[config.mk]
export PLATFORM = sky130hd
export DESIGN_NAME = array_list_engine_unit
export DESIGN_NICKNAME = d
export VERILOG_FILES = /design/src/sv/ale_pkg.sv /design/src/sv/ale_ram.sv /design/src/sv/array_list_engine_unit.sv
export SDC_FILE = /design/constraint.sdc
export NUM_CORES = 1
export LEC_CHECK = 0
export ABC_AREA = 1
export BUFFER_PORTS_ARGS = -buffer_cell sky130_fd_sc_hd__buf_2
export CORE_ASPECT_RATIO = 0.75
export CORE_MARGIN = 4
export CORE_UTILIZATION = 40
export CTS_CLUSTER_DIAMETER = 80
export DETAILED_ROUTE_END_ITERATION = 7
export PLACE_DENSITY = 0.56
export SLEW_MARGIN = 20
export SYNTH_ARGS = -nofsm -noshare
export SYNTH_HDL_FRONTEND = slang
export SYNTH_SLANG_ARGS = --single-unit
[constraint.sdc]
create_clock -name clk -period 11.1 [get_ports clk]
set_clock_uncertainty 0.1 [all_clocks]
set_input_delay 0.555 -clock clk [delete_from_list [all_inputs] [get_ports clk]]
set_output_delay 0.555 -clock clk [all_outputs]
set_load 0.05 [all_outputs]
[src/sv/ale_pkg.sv]
// shared types and constants for the array list engine
// no dependencies; imported by the engine top level, its checker and the testbench

package ale_pkg;

	localparam int CAPACITY = 16;
	localparam int IDX_W    = $clog2(CAPACITY);
	localparam int CNT_W    = 5;
	localparam int DATA_W   = 32;

	localparam logic [1:0] ACT_INSERT   = 2'd0;
	localparam logic [1:0] ACT_DELETE   = 2'd1;
	localparam logic [1:0] ACT_LOCATE   = 2'd2;
	localparam logic [1:0] ACT_RETRIEVE = 2'd3;

	localparam logic signed [DATA_W-1:0] RETRIEVE_FAIL = -32'sd1000000;

	typedef struct packed {
		logic [1:0]               action;
		logic [4:0]               slot;
		logic signed [DATA_W-1:0] item_value;
	} req_t;

	typedef struct packed {
		logic                     ok;
		logic signed [DATA_W-1:0] read_value;
		logic [CNT_W-1:0]         found_slot;
		logic [CNT_W-1:0]         entry_count;
	} rsp_t;

endpackage

[src/sv/ale_ram.sv]
// generic single-port-write, single-port-read ram with registered read data
// no dependencies

module ale_ram #(
	parameter int WIDTH = 32,
	parameter int DEPTH = 16,
	localparam int AW = $clog2(DEPTH)
) (
	input  logic             clk,
	input  logic             we,
	input  logic [AW-1:0]    waddr,
	input  logic [WIDTH-1:0] wdata,
	input  logic [AW-1:0]    raddr,
	output logic [WIDTH-1:0] rdata
);

	logic [WIDTH-1:0] mem [DEPTH];

	always_ff @(posedge clk) begin
		if (we) begin
			mem[waddr] <= wdata;
		end
		rdata <= mem[raddr];
	end

endmodule

[src/sv/array_list_engine_unit.sv]
// array list engine top level: fsm, shift walker and list storage
// depends on ale_pkg and ale_ram

// An ordered list of up to CAPACITY signed 32-bit entries kept in one ram.
// A request is taken when start is high and busy is low; its single result
// appears with done high for exactly one cycle and must be taken then, as
// the block cannot be held off. busy is high from the cycle after a request
// until the cycle its result shows. The ram moves one entry per cycle
// through a read-then-write walk. A request that moves or scans nothing
// (a rejected one, an insert at the end, a delete of the last entry, a
// locate on an empty list) runs no walk; an insert or a delete walks the
// entries that it moves, a locate walks until its match or through the
// whole list when nothing matches, and a successful retrieve reads one
// entry. The next request can be taken at the edge that takes the result.

module array_list_engine_unit import ale_pkg::*; (
	input  logic clk,
	input  logic arst_n,
	input  logic start,
	input  req_t req,
	output logic busy,
	output logic done,
	output rsp_t rsp
);

	localparam logic ST_IDLE = 1'b0;
	localparam logic ST_RUN  = 1'b1;

	logic                     state_q;
	logic [1:0]               act_q;
	logic [4:0]               slot_q;
	logic signed [DATA_W-1:0] value_q;
	logic                     ok_q;
	logic [CNT_W-1:0]         cnt_q;
	logic [CNT_W-1:0]         idx_q;
	logic [CNT_W-1:0]         left_q;
	logic                     up_q;
	logic                     rd_vld_s1;
	logic [CNT_W-1:0]         rd_addr_s1;
	logic signed [DATA_W-1:0] data_q;
	logic                     done_q;
	rsp_t                     rsp_q;

	logic              accept;
	logic              req_ok;
	logic [CNT_W-1:0]  init_left;
	logic [CNT_W-1:0]  init_idx;
	logic              init_up;
	logic              match;
	logic              drained;
	logic              finish;
	logic              issue;
	logic              we;
	logic [IDX_W-1:0]  waddr;
	logic [DATA_W-1:0] wdata;
	logic [DATA_W-1:0] rdata;
	logic [CNT_W-1:0]  next_cnt;
	rsp_t              rsp_d;

	assign accept = start && !busy;
	assign busy   = (state_q == ST_RUN);
	assign done   = done_q;
	assign rsp    = rsp_q;

	// request checks and walk setup
	always_comb begin
		req_ok    = 1'b0;
		init_left = '0;
		init_idx  = '0;
		init_up   = 1'b1;
		case (req.action)
			ACT_INSERT: begin
				req_ok = (cnt_q < CNT_W'(CAPACITY)) && (req.slot <= cnt_q);
				if (req_ok) begin
					init_left = cnt_q - req.slot;
				end
				init_idx = cnt_q - CNT_W'(1);
				init_up  = 1'b0;
			end
			ACT_DELETE: begin
				req_ok = (req.slot < cnt_q);
				if (req_ok) begin
					init_left = cnt_q - req.slot - CNT_W'(1);
				end
				init_idx = req.slot + CNT_W'(1);
			end
			ACT_LOCATE: begin
				req_ok    = 1'b1;
				init_left = cnt_q;
			end
			default: begin
				req_ok = (req.slot < cnt_q);
				if (req_ok) begin
					init_left = CNT_W'(1);
				end
				init_idx = req.slot;
			end
		endcase
	end

	assign match   = (act_q == ACT_LOCATE) && rd_vld_s1 && ($signed(rdata) == value_q);
	assign drained = (left_q == '0) && !rd_vld_s1;
	assign finish  = (state_q == ST_RUN) && (drained || match);
	assign issue   = (state_q == ST_RUN) && (left_q != '0) && !finish;

	// write-back of shifted entries, then the new entry for an insert
	always_comb begin
		we    = 1'b0;
		waddr = slot_q[IDX_W-1:0];
		wdata = value_q;
		if (state_q == ST_RUN) begin
			if (rd_vld_s1) begin
				wdata = rdata;
				if (act_q == ACT_INSERT) begin
					we    = 1'b1;
					waddr = IDX_W'(rd_addr_s1 + CNT_W'(1));
				end else if (act_q == ACT_DELETE) begin
					we    = 1'b1;
					waddr = IDX_W'(rd_addr_s1 - CNT_W'(1));
				end
			end else if (drained && ok_q && (act_q == ACT_INSERT)) begin
				we = 1'b1;
			end
		end
	end

	ale_ram #(
		.WIDTH (DATA_W),
		.DEPTH (CAPACITY)
	) u_store (
		.clk   (clk),
		.we    (we),
		.waddr (waddr),
		.wdata (wdata),
		.raddr (idx_q[IDX_W-1:0]),
		.rdata (rdata)
	);

	always_comb begin
		next_cnt = cnt_q;
		if (ok_q && (act_q == ACT_INSERT)) begin
			next_cnt = cnt_q + CNT_W'(1);
		end else if (ok_q && (act_q == ACT_DELETE)) begin
			next_cnt = cnt_q - CNT_W'(1);
		end
		rsp_d.ok          = ok_q;
		rsp_d.read_value  = '0;
		rsp_d.found_slot  = '0;
		rsp_d.entry_count = next_cnt;
		if (act_q == ACT_RETRIEVE) begin
			rsp_d.read_value = ok_q ? data_q : RETRIEVE_FAIL;
		end
		if (act_q == ACT_LOCATE) begin
			rsp_d.found_slot = match ? rd_addr_s1 : cnt_q;
		end
	end

	always_ff @(posedge clk or negedge arst_n) begin
		if (!arst_n) begin
			state_q   <= ST_IDLE;
			cnt_q     <= '0;
			rd_vld_s1 <= 1'b0;
			done_q    <= 1'b0;
		end else begin
			done_q    <= 1'b0;
			rd_vld_s1 <= issue;
			unique case (state_q)
				ST_IDLE: begin
					if (accept) begin
						state_q <= ST_RUN;
					end
				end
				ST_RUN: begin
					if (finish) begin
						state_q <= ST_IDLE;
						cnt_q   <= next_cnt;
						done_q  <= 1'b1;
					end
				end
				default: state_q <= ST_IDLE;
			endcase
		end
	end

	always_ff @(posedge clk) begin
		if (accept) begin
			act_q   <= req.action;
			slot_q  <= req.slot;
			value_q <= req.item_value;
			ok_q    <= req_ok;
			left_q  <= init_left;
			idx_q   <= init_idx;
			up_q    <= init_up;
		end else if (issue) begin
			left_q <= left_q - CNT_W'(1);
			idx_q  <= up_q ? (idx_q + CNT_W'(1)) : (idx_q - CNT_W'(1));
		end
		if (issue) begin
			rd_addr_s1 <= idx_q;
		end
		if (rd_vld_s1) begin
			data_q <= $signed(rdata);
		end
		if (finish) begin
			rsp_q <= rsp_d;
		end
	end

endmodule

==> results of run 1 <==
[cells by family (layout without fill, tap and decap cells)]
family / Yosys count / in the layout / synth area share, %
buffers and inverters: 338 / 516 / 4.952
multiplexers: 128 / 128 / 4.601
XOR/XNOR: 21 / 21 / 0.6605
adder cells (fa/ha/maj): 18 / 18 / 0.8627
AND/OR/NAND/NOR: 412 / 412 / 6.259
AO/OA/AOI/OAI: 506 / 506 / 10.41
flip-flops: 682 / 682 / 72.25
[registers in the layout, indices dropped and copies added (netlist names)]
name and cells:
rsp 43, left_q 5, busy 1, up_q 1
data_q 32, u_store.rdata 32, cnt_q 5, done 1
rd_addr_s1 5, idx_q 5, rd_vld_s1 1, slot_q 4
act_q 2, ok_q 1, value_q 32, u_store.mem 512
[Yosys cell counts, types with 3 or more instances]
master    count
edfxtp_1    642
inv_1       226
o21ai_0     214
nand2_1     212
a21oi_1     141
o211ai_1    130
mux2i_1     128
nor2_1      108
clkbuf_1     64
nand3_1      62
dfxtp_1      32
ha_1         16
buf_2        15
buf_4        14
xor2_1       14
buf_1         9
dfrtp_1       8
a31oi_1       7
xnor2_1       7
or2_2         6
buf_6         5
inv_2         4
nand3b_1      4
nor3_1        4
o22ai_1       4
nand2_4       3
nand4_1       3
nor2_2        3
[per-layer routing]
metal	global-route usage, %	up-vias	share of wire [%]
li1	-	7852	-
met1	27.82	8410	48
met2	27.62	549	43
met3	3.649	89	7.2
met4	4.319	0	1.8
met5	0	-	0
[through the flow]
stage / power, uW / util, % / setup slack, ns / cells / hold slack [ns]
after floorplan: 5779 / - / 7.271 / 2105 / 0.1594
after global placement: 6833 / 42.80 / 7.058 / 3064 / 0.3164
after detailed placement: 6899 / 42.80 / 6.908 / 3064 / 0.3143
after CTS: 9219 / 46.39 / 6.888 / 3214 / 0.0002048
after global routing: 9675 / 46.51 / 6.543 / 3218 / 0.002699
final: 9188 / 46.51 / 6.957 / 3218 / 0.03360
[layout by cell type (no fill, tap or decap), drive strengths merged, types with 2 or more instances in the layout]
master / instances
nand4: 3
o211ai: 130
nor2: 113
nand2: 215
nand3b: 4
clkbuf: 89
a22oi: 2
buf: 134
o22ai: 4
a31oi: 7
mux2i: 128
nor3: 5
xor2: 14
dfrtp: 8
ha: 16
inv: 233
o221ai: 2
edfxtp: 642
bufinv: 6
fa: 2
dlygate4sd3: 27
o21ai: 216
clkinv: 26
or2: 6
dfxtp: 32
nand3: 64
a21oi: 141
xnor2: 7
[worst min-delay path by stage]
stage	slack [ns]	start	end	cells past startpoint
2_1_floorplan	0.16	arst_n	busy	0
3_3_place_gp	0.32	arst_n	done	1
3_5_place_dp	0.31	arst_n	done	1
4_1_cts	0.0002	req[6]	value_q[6]	1
5_1_grt	0.003	req[6]	value_q[6]	1
6_report	0.03	req[6]	value_q[6]	1
[power by group through the flow]
stage	Sequential (uW)	Clock, uW	Combinational (uW)
final	3990	2310	2890
after global routing	4020	2460	3190
after CTS	3980	2360	2880
after detailed placement	4040	0	2860
after global placement	4030	0	2800
after floorplan	3920	0	1860
[layout make-up]
cell class	count	area (um2)	share of cell area, %
inverters	230	864.6	2.704
clock buffers	89	1874	5.861
well taps	935	1170	3.658
multi-input cells	1085	6475	20.25
repair buffers	161	1126	3.521
clock inverters	36	347.8	1.088
flip-flops and latches	682	20120	62.92
[timing repair]
action,in CTS,in global routing
endpoints found under the hold margin,32,2
setup buffers,0,0
hold buffers,25,2
setup endpoints to repair,0,0
==> qor.csv, run 1 <==
stage,metric,value,unit
cts,cts_buffers,69,
yosys,yosysTopAreaCell,edfxtp_1,
setup_path,worstSetupPathDepth,7,
pwr,combPwrFrac,31.5,%
setup_path,cp-startpoint,rd_vld_s1,
grt,antenna_found_initial,1,
pwr,swShare,36.12,%
die,fp.dieArea,0.07394,mm2
placed_design,port_buffers,86,
cts,clkTransAtPathRegs,0.06,ns
drt,drc_errors,0,
yosys,synth.area.top_cells,"edfxtp_1 (69%), mux2i_1 (4.6%), o21ai_0 (3.8%)",
yosys,yosysUniqueCellTypes,44,
cts,cts_resized,0,
drt,dr.pass1.iters,7,
setup_path,endpoint_kind,flip-flop,
drt,ant_nets,0,
grt,grt_overflow,0,
drt,routed_wl,69240,um
die,die_h,236.5,um
setup_path,start_kind,flip-flop,
setup_path,crit_fanout,54,
placed_design,dp_hpwl,40960,um
cells_and_area,drive_gt1_share,11.96,%
cts,htree_levels,3,
grt,grt_max_degree,211,
yosys,synth_edf_count,642,
yosys,ys.flop_type,edfxtp_1,
yosys,syn_avg_cell_area,13.23,um2
cts,clock_tree.buffer_depth,3,
cts,clock_sink_count,682,
worst_hold_path,min_path_type,in2reg,
drt,post_drt_wl_per_cell,21.52,um
yosys,async_reset_ff_share,1.173,%
drt,vias_per_cell,5.252,
yosys,synthCells,2105,
job,max_cap_viol_count,0,
cells_and_area,fin_nets,2289,
pwr,clockPowerShare,25.1,%
timing,fin_crit_sh,37.33,%
drt,drtIter0Drc,1615,
die,die_width,312.7,um
setup_path,critPathCapture,u_store.mem[14][17],
pwr,leakage,0.01176,uW
yosys,netlist_area,0.02785,mm2
placed_design,place.gp.congestion,0.8752,
setup_path,rrSetupSlack,6.96,ns
grt,grt_pass1_wl,102900,um
yosys,synth_sequential_area_ratio,72.25,%
die,core,0.06875,mm2
setup_path,r2r_end,u_store.mem[14][17],
setup_path,slowest_delay,0.90,ns
placed_design,postPlaceCellArea,0.02942,mm2
setup_path,path_class,reg2reg,
timing,timing.fmax,241.4,MHz
setup_path,cp_data_arrival_time,4.31,ns
timing,setup_viol,0,
setup_path,worst_path_dominant_cell_family,simple AND/OR/NAND/NOR gates,
setup_path,path_buf_inv,2,
timing,setup-tns-final,0,ns
setup_path,worstPathCellList,nand2_4 > nor2_1 > inv_1 > o21ai_0 > nand2_1 > nor2_4 > buf_4,
timing,rsz0062_at_grt,no,
grt,grt_pass1_vias,16240,
pwr,power.internal,5869,uW
run_status,status,"complete, no violations",
setup_path,critPathSlowestCell,dfrtp_2,
cts,clock-root-buffer,clkbuf_16,
cells_and_area,fillers,6134,
timing,slew-limit-headroom,19.85,%
cells_and_area,syn_to_final_growth,14.84,%
timing,hold_violations,0,
yosys,ys_ff_latch,682,
yosys,synth_top_cell_area_share,69.23,%
timing,report.final.slew_viol_count,0,
setup_path,critPathRequiredTime,11.27,ns
pwr,pwr-share-seq,43.4,%
pwr,vdd_drop_max,312.9,uV
yosys,synth_nets,2165,
drt,vias,16900,
pwr,switchingPower,3319,uW
die,rows,83,
grt,track_usage,18.45,%
die,boundaryPins,87,
pwr,power_density,287.3,mW/mm2
timing,min_period,4.143,ns
cells_and_area,design_area,0.03198,mm2
die,start_util,40.50,%
setup_path,r2r_cells,7,
timing,worst_pin_slew,1.202,ns
cts,clock_latency,0.61,ns
cts,cts_tree,done,
setup_path,r2r_start,rd_vld_s1,
yosys,yosysWarnings,0,
cells_and_area,num_antenna_cells,0,
Power figures use the tool's default switching activity.
==> run 2: changes to the inputs <==
PLACE_DENSITY = 0.58   (was 0.56)
clock period = 3.3 ns   (was 11.1 ns; I/O delays follow)
==> qor.csv, run 2 (same netlist as run 1, synthesis figures left out) <==
stage,metric,value,unit,change
grt,grt_util_met2,27.36,%,-0.26 points
grt,track_usage,18.08,%,-0.37 points
cells_and_area,seqCellArea,0.02012,mm2,unchanged
placed_design,port_buffers,86,,unchanged
setup_path,path_class,reg2reg,,
grt,grt_busiest_layer,met2,,
cts,clock_latency,0.61,ns,about the same
cts,cts_buffers,69,,unchanged
die,die_width,312.7,um,unchanged
die,boundaryPins,87,,unchanged
setup_path,endpoint_kind,flip-flop,,
setup_path,start_kind,flip-flop,,
cells_and_area,drive_gt1_share,13.06,%,+1.1 points
grt,grt_overflow,0,,unchanged
grt,grt_max_degree,66,,-69%
drt,drtIter0Drc,1544,,-4.4%
cells_and_area,syn_to_final_growth,17.11,%,
placed_design,place_ws,0.5479,ns,-6.360 ns
cts,cts_setup_buffers,0,,unchanged
cts,cts_tree,done,,
placed_design,placedCellCount,3104,,+1.3%
timing,report.final.slew_viol_count,0,,unchanged
setup_path,cp_data_arrival_time,2.97,ns,-1.34 ns
grt,antenna_found_initial,0,,-1
drt,dr.pass1.iters,6,,-1
placed_design,dp_hpwl,43140,um,+5.3%
pwr,vdd_drop_max,436.3,uV,+39%
timing,slew-limit-headroom,33.80,%,+14 points
drt,ant_nets,0,,unchanged
worst_hold_path,min_path_type,in2reg,,
timing,worst_slack,0.5002,ns,-6.457 ns
cells_and_area,fillers,6016,,-1.9%
drt,drc_errors,0,,unchanged
cts,clock_tree.buffer_depth,3,,unchanged
cells_and_area,final_cell_mix,"edfxtp_1 (642), inv_1 (223), o21ai_0 (214), nand2_1 (212), a21oi_1 (141)",,
die,rows,83,,unchanged
grt,grt_pass1_wl,101900,um,-1.0%
cts,clock-root-buffer,clkbuf_16,,
cells_and_area,largest_reg_flops,512,,unchanged
cts,htree_levels,3,,unchanged
cells_and_area,top_register,u_store.mem,,
timing,timing.fmax,357.2,MHz,+48%
placed_design,place.gp.congestion,0.8301,,-5.2%
die,fp.dieArea,0.07394,mm2,unchanged
cts,clock_sink_count,682,,unchanged
setup_path,critPathRequiredTime,3.47,ns,-7.80 ns
grt,met1_usage,26.49,%,-1.3 points
job,max_cap_viol_count,0,,unchanged
die,start_util,40.50,%,unchanged
grt,grt_pass1_vias,16520,,+1.7%
pwr,leakage,0.01203,uW,+2.3%
timing,hold_violations,0,,unchanged
timing,fin_crit_sh,84.84,%,+48 points
timing,min_period,2.800,ns,-1.343 ns
cells_and_area,multi_input_area,0.006467,mm2,-0.12%
cells_and_area,layout_commonest_cell,edfxtp_1,,
run_status,status,"complete, no violations",,
cts,clkTransAtPathRegs,0.06,ns,about the same
grt,grt_use_met3,3.990,%,+0.34 points
cells_and_area,fin_nets,2342,,+2.3%
timing,worst_pin_slew,0.9906,ns,-0.2117 ns
drt,vias_per_cell,5.211,,-0.77%
die,core,0.06875,mm2,unchanged
timing,setup_viol,0,,unchanged
drt,routed_wl,68090,um,-1.7%
pwr,power_density,958.4,mW/mm2,+230%
timing,rsz0062_at_grt,no,,
setup_path,rrSetupSlack,0.50,ns,-6.46 ns
cells_and_area,instances_no_fill,3272,,+1.7%
drt,post_drt_wl_per_cell,20.81,um,-3.3%
pwr,p_total,31250,uW,+240%
drt,vias,17050,,+0.90%
timing,fin_hold_ws,0.1658,ns,+0.1322 ns
setup_path,crit_fanout,27,,-50%
die,die_h,236.5,um,unchanged
==> run 2: changes by cell type in the layout (fill, tap and decap cells not counted), sizes merged <==
cell and delta:
buf +38, bufinv -4, clkbuf +10, clkinv -7, clkinvlp +4, diode +1
dlygate4sd3 +15, inv -3
==> run 2: repair_timing <==
item,CTS,global route
endpoints found under the hold margin,52,0
resized for setup,0,0
setup endpoints to repair,0,0
hold buffers,42,0
==> run 2: worst max-delay path, cell delays in order (launching register included) <==
cell and delay, ns:
dfrtp_2 0.45, nand2_4 0.10, buf_4 0.26, inv_1 0.22, nand2_1 0.12, o21ai_0 0.17, inv_1 0.12, nand3_1 0.31
nor2_4 0.22, buf_4 0.35
==> run 2: layout make-up <==
| class | instances | share of cell area [%] |
|---|---|---|
| flip-flops and latches | 682 | 61.70 |
| diodes | 1 | 0.007674 |
| clock buffers | 99 | 6.154 |
| repair buffers | 214 | 5.433 |
| well taps | 935 | 3.587 |
| inverters | 230 | 2.663 |
| clock inverters | 26 | 0.6216 |
| multi-input cells | 1085 | 19.83 |
==> run 2: metal layers <==
metal / share of wire, % / routed length, um
met2: 44 / 30280
met5: 0 / 0
met3: 6.9 / 4726
met4: 2.2 / 1529
met1: 46 / 31550
==> run 2: per-stage QoR <==
step	setup TNS (ns)	util, %	area (um2)
floorplan	-118.71	-	27890
global placement	0	43.60	29980
detailed placement	0	43.60	29980
CTS	0	47.43	32610
global route	0	47.43	32610
finish	0	47.43	32610
==> run 2: final timing paths <==
kind	endpoint	startpoint	depth (start not counted)
worst max-delay path	u_store.mem[13][21]	rd_vld_s1	9
worst min-delay path	value_q[0]	req[0]	2
worst max register to register	u_store.mem[13][21]	rd_vld_s1	9
worst min register to register	data_q[11]	u_store.rdata[11]	0
max in group asynchronous	rd_vld_s1	arst_n	3
min in group asynchronous	busy	arst_n	3
==> run 2: where the power goes <==
group / internal, uW / switching (uW) / leakage, uW
Combinational: 3090 / 7400 / 0.00471
Sequential: 12500 / 642 / 0.00626
Clock: 4400 / 3220 / 0.00106
==> run 3: changes to the inputs <==
ABC_AREA = 0   (was 1)
PLACE_DENSITY = 0.56   (was 0.58)
clock period = 2.9 ns   (was 3.3 ns; I/O delays follow)
==> qor.csv, run 3 <==
stage,metric,value,unit,change
cts,cts_buffers,69,,unchanged
timing,report.final.slew_viol_count,0,,unchanged
yosys,yosysUniqueCellTypes,61,,+39%
pwr,leakage,0.01063,uW,-12%
cells_and_area,drive_gt1_share,33.08,%,+20 points
timing,setup_viol,0,,unchanged
die,die_h,231.4,um,-2.2%
pwr,vdd_drop_max,576.2,uV,+32%
pwr,power_density,1073,mW/mm2,+12%
drt,drtIter0Drc,1409,,-8.7%
setup_path,rrSetupSlack,0.04,ns,-0.46 ns
cts,clock_tree.buffer_depth,3,,unchanged
die,start_util,40.58,%,+0.081 points
drt,ant_nets,0,,unchanged
cells_and_area,syn_to_final_growth,19.83,%,
drt,post_drt_wl_per_cell,27.48,um,+32%
grt,grt_max_degree,59,,-11%
cells_and_area,design_area,0.03189,mm2,-2.2%
job,max_cap_viol_count,0,,unchanged
timing,rsz0062_at_grt,yes,,
cts,clkTransAtPathRegs,0.06,ns,about the same
timing,min_period,2.856,ns,+0.05572 ns
yosys,synth.cells.most_frequent,"edfxtp_1 (642), mux4_2 (160), inv_1 (40), nor2_1 (37)",,
grt,antenna_found_initial,2,,+2
setup_path,cp_data_arrival_time,3.07,ns,+0.10 ns
die,fp.dieArea,0.07076,mm2,-4.3%
grt,grt_pass1_wl,97320,um,-4.4%
cts,clock_sink_count,682,,unchanged
placed_design,postPlaceCellArea,0.02910,mm2,-2.9%
cts,cts_tree,done,,
yosys,yosysTopAreaCell,edfxtp_1,,
yosys,yosysWarnings,0,,unchanged
setup_path,crit_fanout,11,,-59%
yosys,synth.most_common_cell,edfxtp_1,,
yosys,synth_edf_count,642,,unchanged
cells_and_area,fin_nets,1554,,-34%
yosys,synth.area.top_cells,"edfxtp_1 (72%), mux4_2 (14%), dfxtp_1 (2.4%)",,
die,rows,81,,-2.4%
drt,vias_per_cell,5.470,,+5.0%
grt,grt_pass1_vias,13410,,-19%
yosys,async_reset_ff_share,1.173,%,unchanged
worst_hold_path,min_path_type,in2reg,,
die,boundaryPins,87,,unchanged
pwr,p_total,34200,uW,+9.4%
cts,clock_latency,0.62,ns,about the same
placed_design,port_buffers,86,,unchanged
timing,worst_pin_slew,0.8378,ns,-0.1527 ns
grt,grt_overflow,0,,unchanged
cts,htree_levels,3,,unchanged
timing,fin_crit_sh,98.47,%,+14 points
yosys,syn_avg_cell_area,21.05,um2,+59%
drt,drc_errors,0,,unchanged
setup_path,endpoint_kind,flip-flop,,
die,core,0.06557,mm2,-4.6%
setup_path,path_class,reg2reg,,
setup_path,cp-startpoint,left_q[0],,
yosys,synthCells,1264,,-40%
drt,dr.pass1.iters,7,,+1
cells_and_area,largest_reg_flops,512,,unchanged
setup_path,start_kind,flip-flop,,
cells_and_area,layout_commonest_cell,edfxtp_1,,
yosys,ys_ff_latch,682,,unchanged
timing,timing.fmax,350.2,MHz,-2.0%
die,die_width,305.8,um,-2.2%
timing,hold_violations,0,,unchanged
grt,track_usage,19.07,%,+0.99 points
yosys,netlist_area,0.02661,mm2,-4.4%
setup_path,critPathRequiredTime,3.11,ns,-0.36 ns
worst_hold_path,hp-start,req[6],,
yosys,synth_top_cell_area_share,72.44,%,+3.2 points
cells_and_area,num_antenna_cells,0,,-1
drt,routed_wl,66560,um,-2.3%
drt,vias,13250,,-22%
timing,slew-limit-headroom,44.14,%,+10 points
yosys,synth_sequential_area_ratio,75.60,%,+3.3 points
run_status,status,"complete, no violations",,
yosys,ys.flop_type,edfxtp_1,,
placed_design,dp_hpwl,42480,um,-1.5%
placed_design,place.gp.congestion,0.7888,,-5.0%
setup_path,r2r_start,left_q[0],,
cells_and_area,final_cell_mix,"edfxtp_1 (642), mux4_2 (160), buf_2 (86), clkbuf_16 (69), buf_4 (47)",,
cts,clock-root-buffer,clkbuf_16,,
yosys,synth_nets,1324,,-39%
cells_and_area,top_register,u_store.mem,,
-- run 3: final cells by class --
type,count,area [um2]
well taps,871,1090
fillers,5329,33680
clock inverters,41,521.8
repair buffers,216,2024
inverters,40,150.1
clock buffers,87,1824
multi-input cells,485,6153
flip-flops and latches,682,20120
-- run 3: repair_timing --
item                                    CTS  global route
resized for setup                         2             0
hold buffers                             42             0
cloned                                    0             0
pin swaps                                 0             1
endpoints found under the setup margin   28           279
buffers inserted                          0             2
endpoints found under the hold margin    51             0
-- run 3: through the flow --
stage / hold slack (ns) / setup slack, ns / util [%] / setup TNS [ns] / cells
floorplan: -0.2506 / 0.002274 / - / 0 / 1264
global placement: -0.09284 / -0.0009521 / 44.38 / -0.005086 / 2250
detailed placement: -0.08983 / -0.008505 / 44.38 / -0.1100 / 2250
CTS: 0.09138 / -0.02439 / 48.61 / -0.2059 / 2420
global route: 0.1265 / -0.07255 / 48.63 / -8.823 / 2422
finish: 0.1407 / 0.04449 / 48.63 / 0 / 2422
-- run 3: path summary, 6_finish.rpt --
path	to	cells past startpoint
worst max-delay path	u_store.mem[15][14]	10
max in group asynchronous	rd_vld_s1	3
min in group asynchronous	rd_vld_s1	3
worst max register to register	u_store.mem[15][14]	10
worst min register to register	data_q[20]	0
worst min-delay path	value_q[6]	2
-- run 3: power by group --
| part | internal [uW] | switching (uW) |
|---|---|---|
| sequential | 14000 | 642 |
| clock | 5410 | 3790 |
| combinational | 4220 | 6130 |
| total | 23600 | 10600 |
-- run 3: cells by family after synthesis --
group           synth area share (%)
flops                          75.60
mux                            15.36
simple gates                   2.539
buf+inv                        1.782
compound gates                 1.904
xor+xnor                       1.909
fa+ha+maj                     0.9027
-- run 3: worst max-delay path, cell delays in order, from the launching register on --
cell and delay, ns:
edfxtp_1 0.39, inv_1 0.12, ha_1 0.14, or4b_4 0.49
nor2_4 0.10, nand4b_1 0.13, o22ai_1 0.28, nand2_1 0.29
nor2_4 0.18, buf_4 0.17, buf_12 0.15
-- run 3: per-layer routing --
| metal | share of wire, % | track usage (%) |
|---|---|---|
| met1 | 47 | 29.78 |
| met2 | 45 | 28.09 |
| met3 | 6.3 | 3.609 |
| met4 | 1.5 | 3.924 |
| met5 | 0 | 0 |
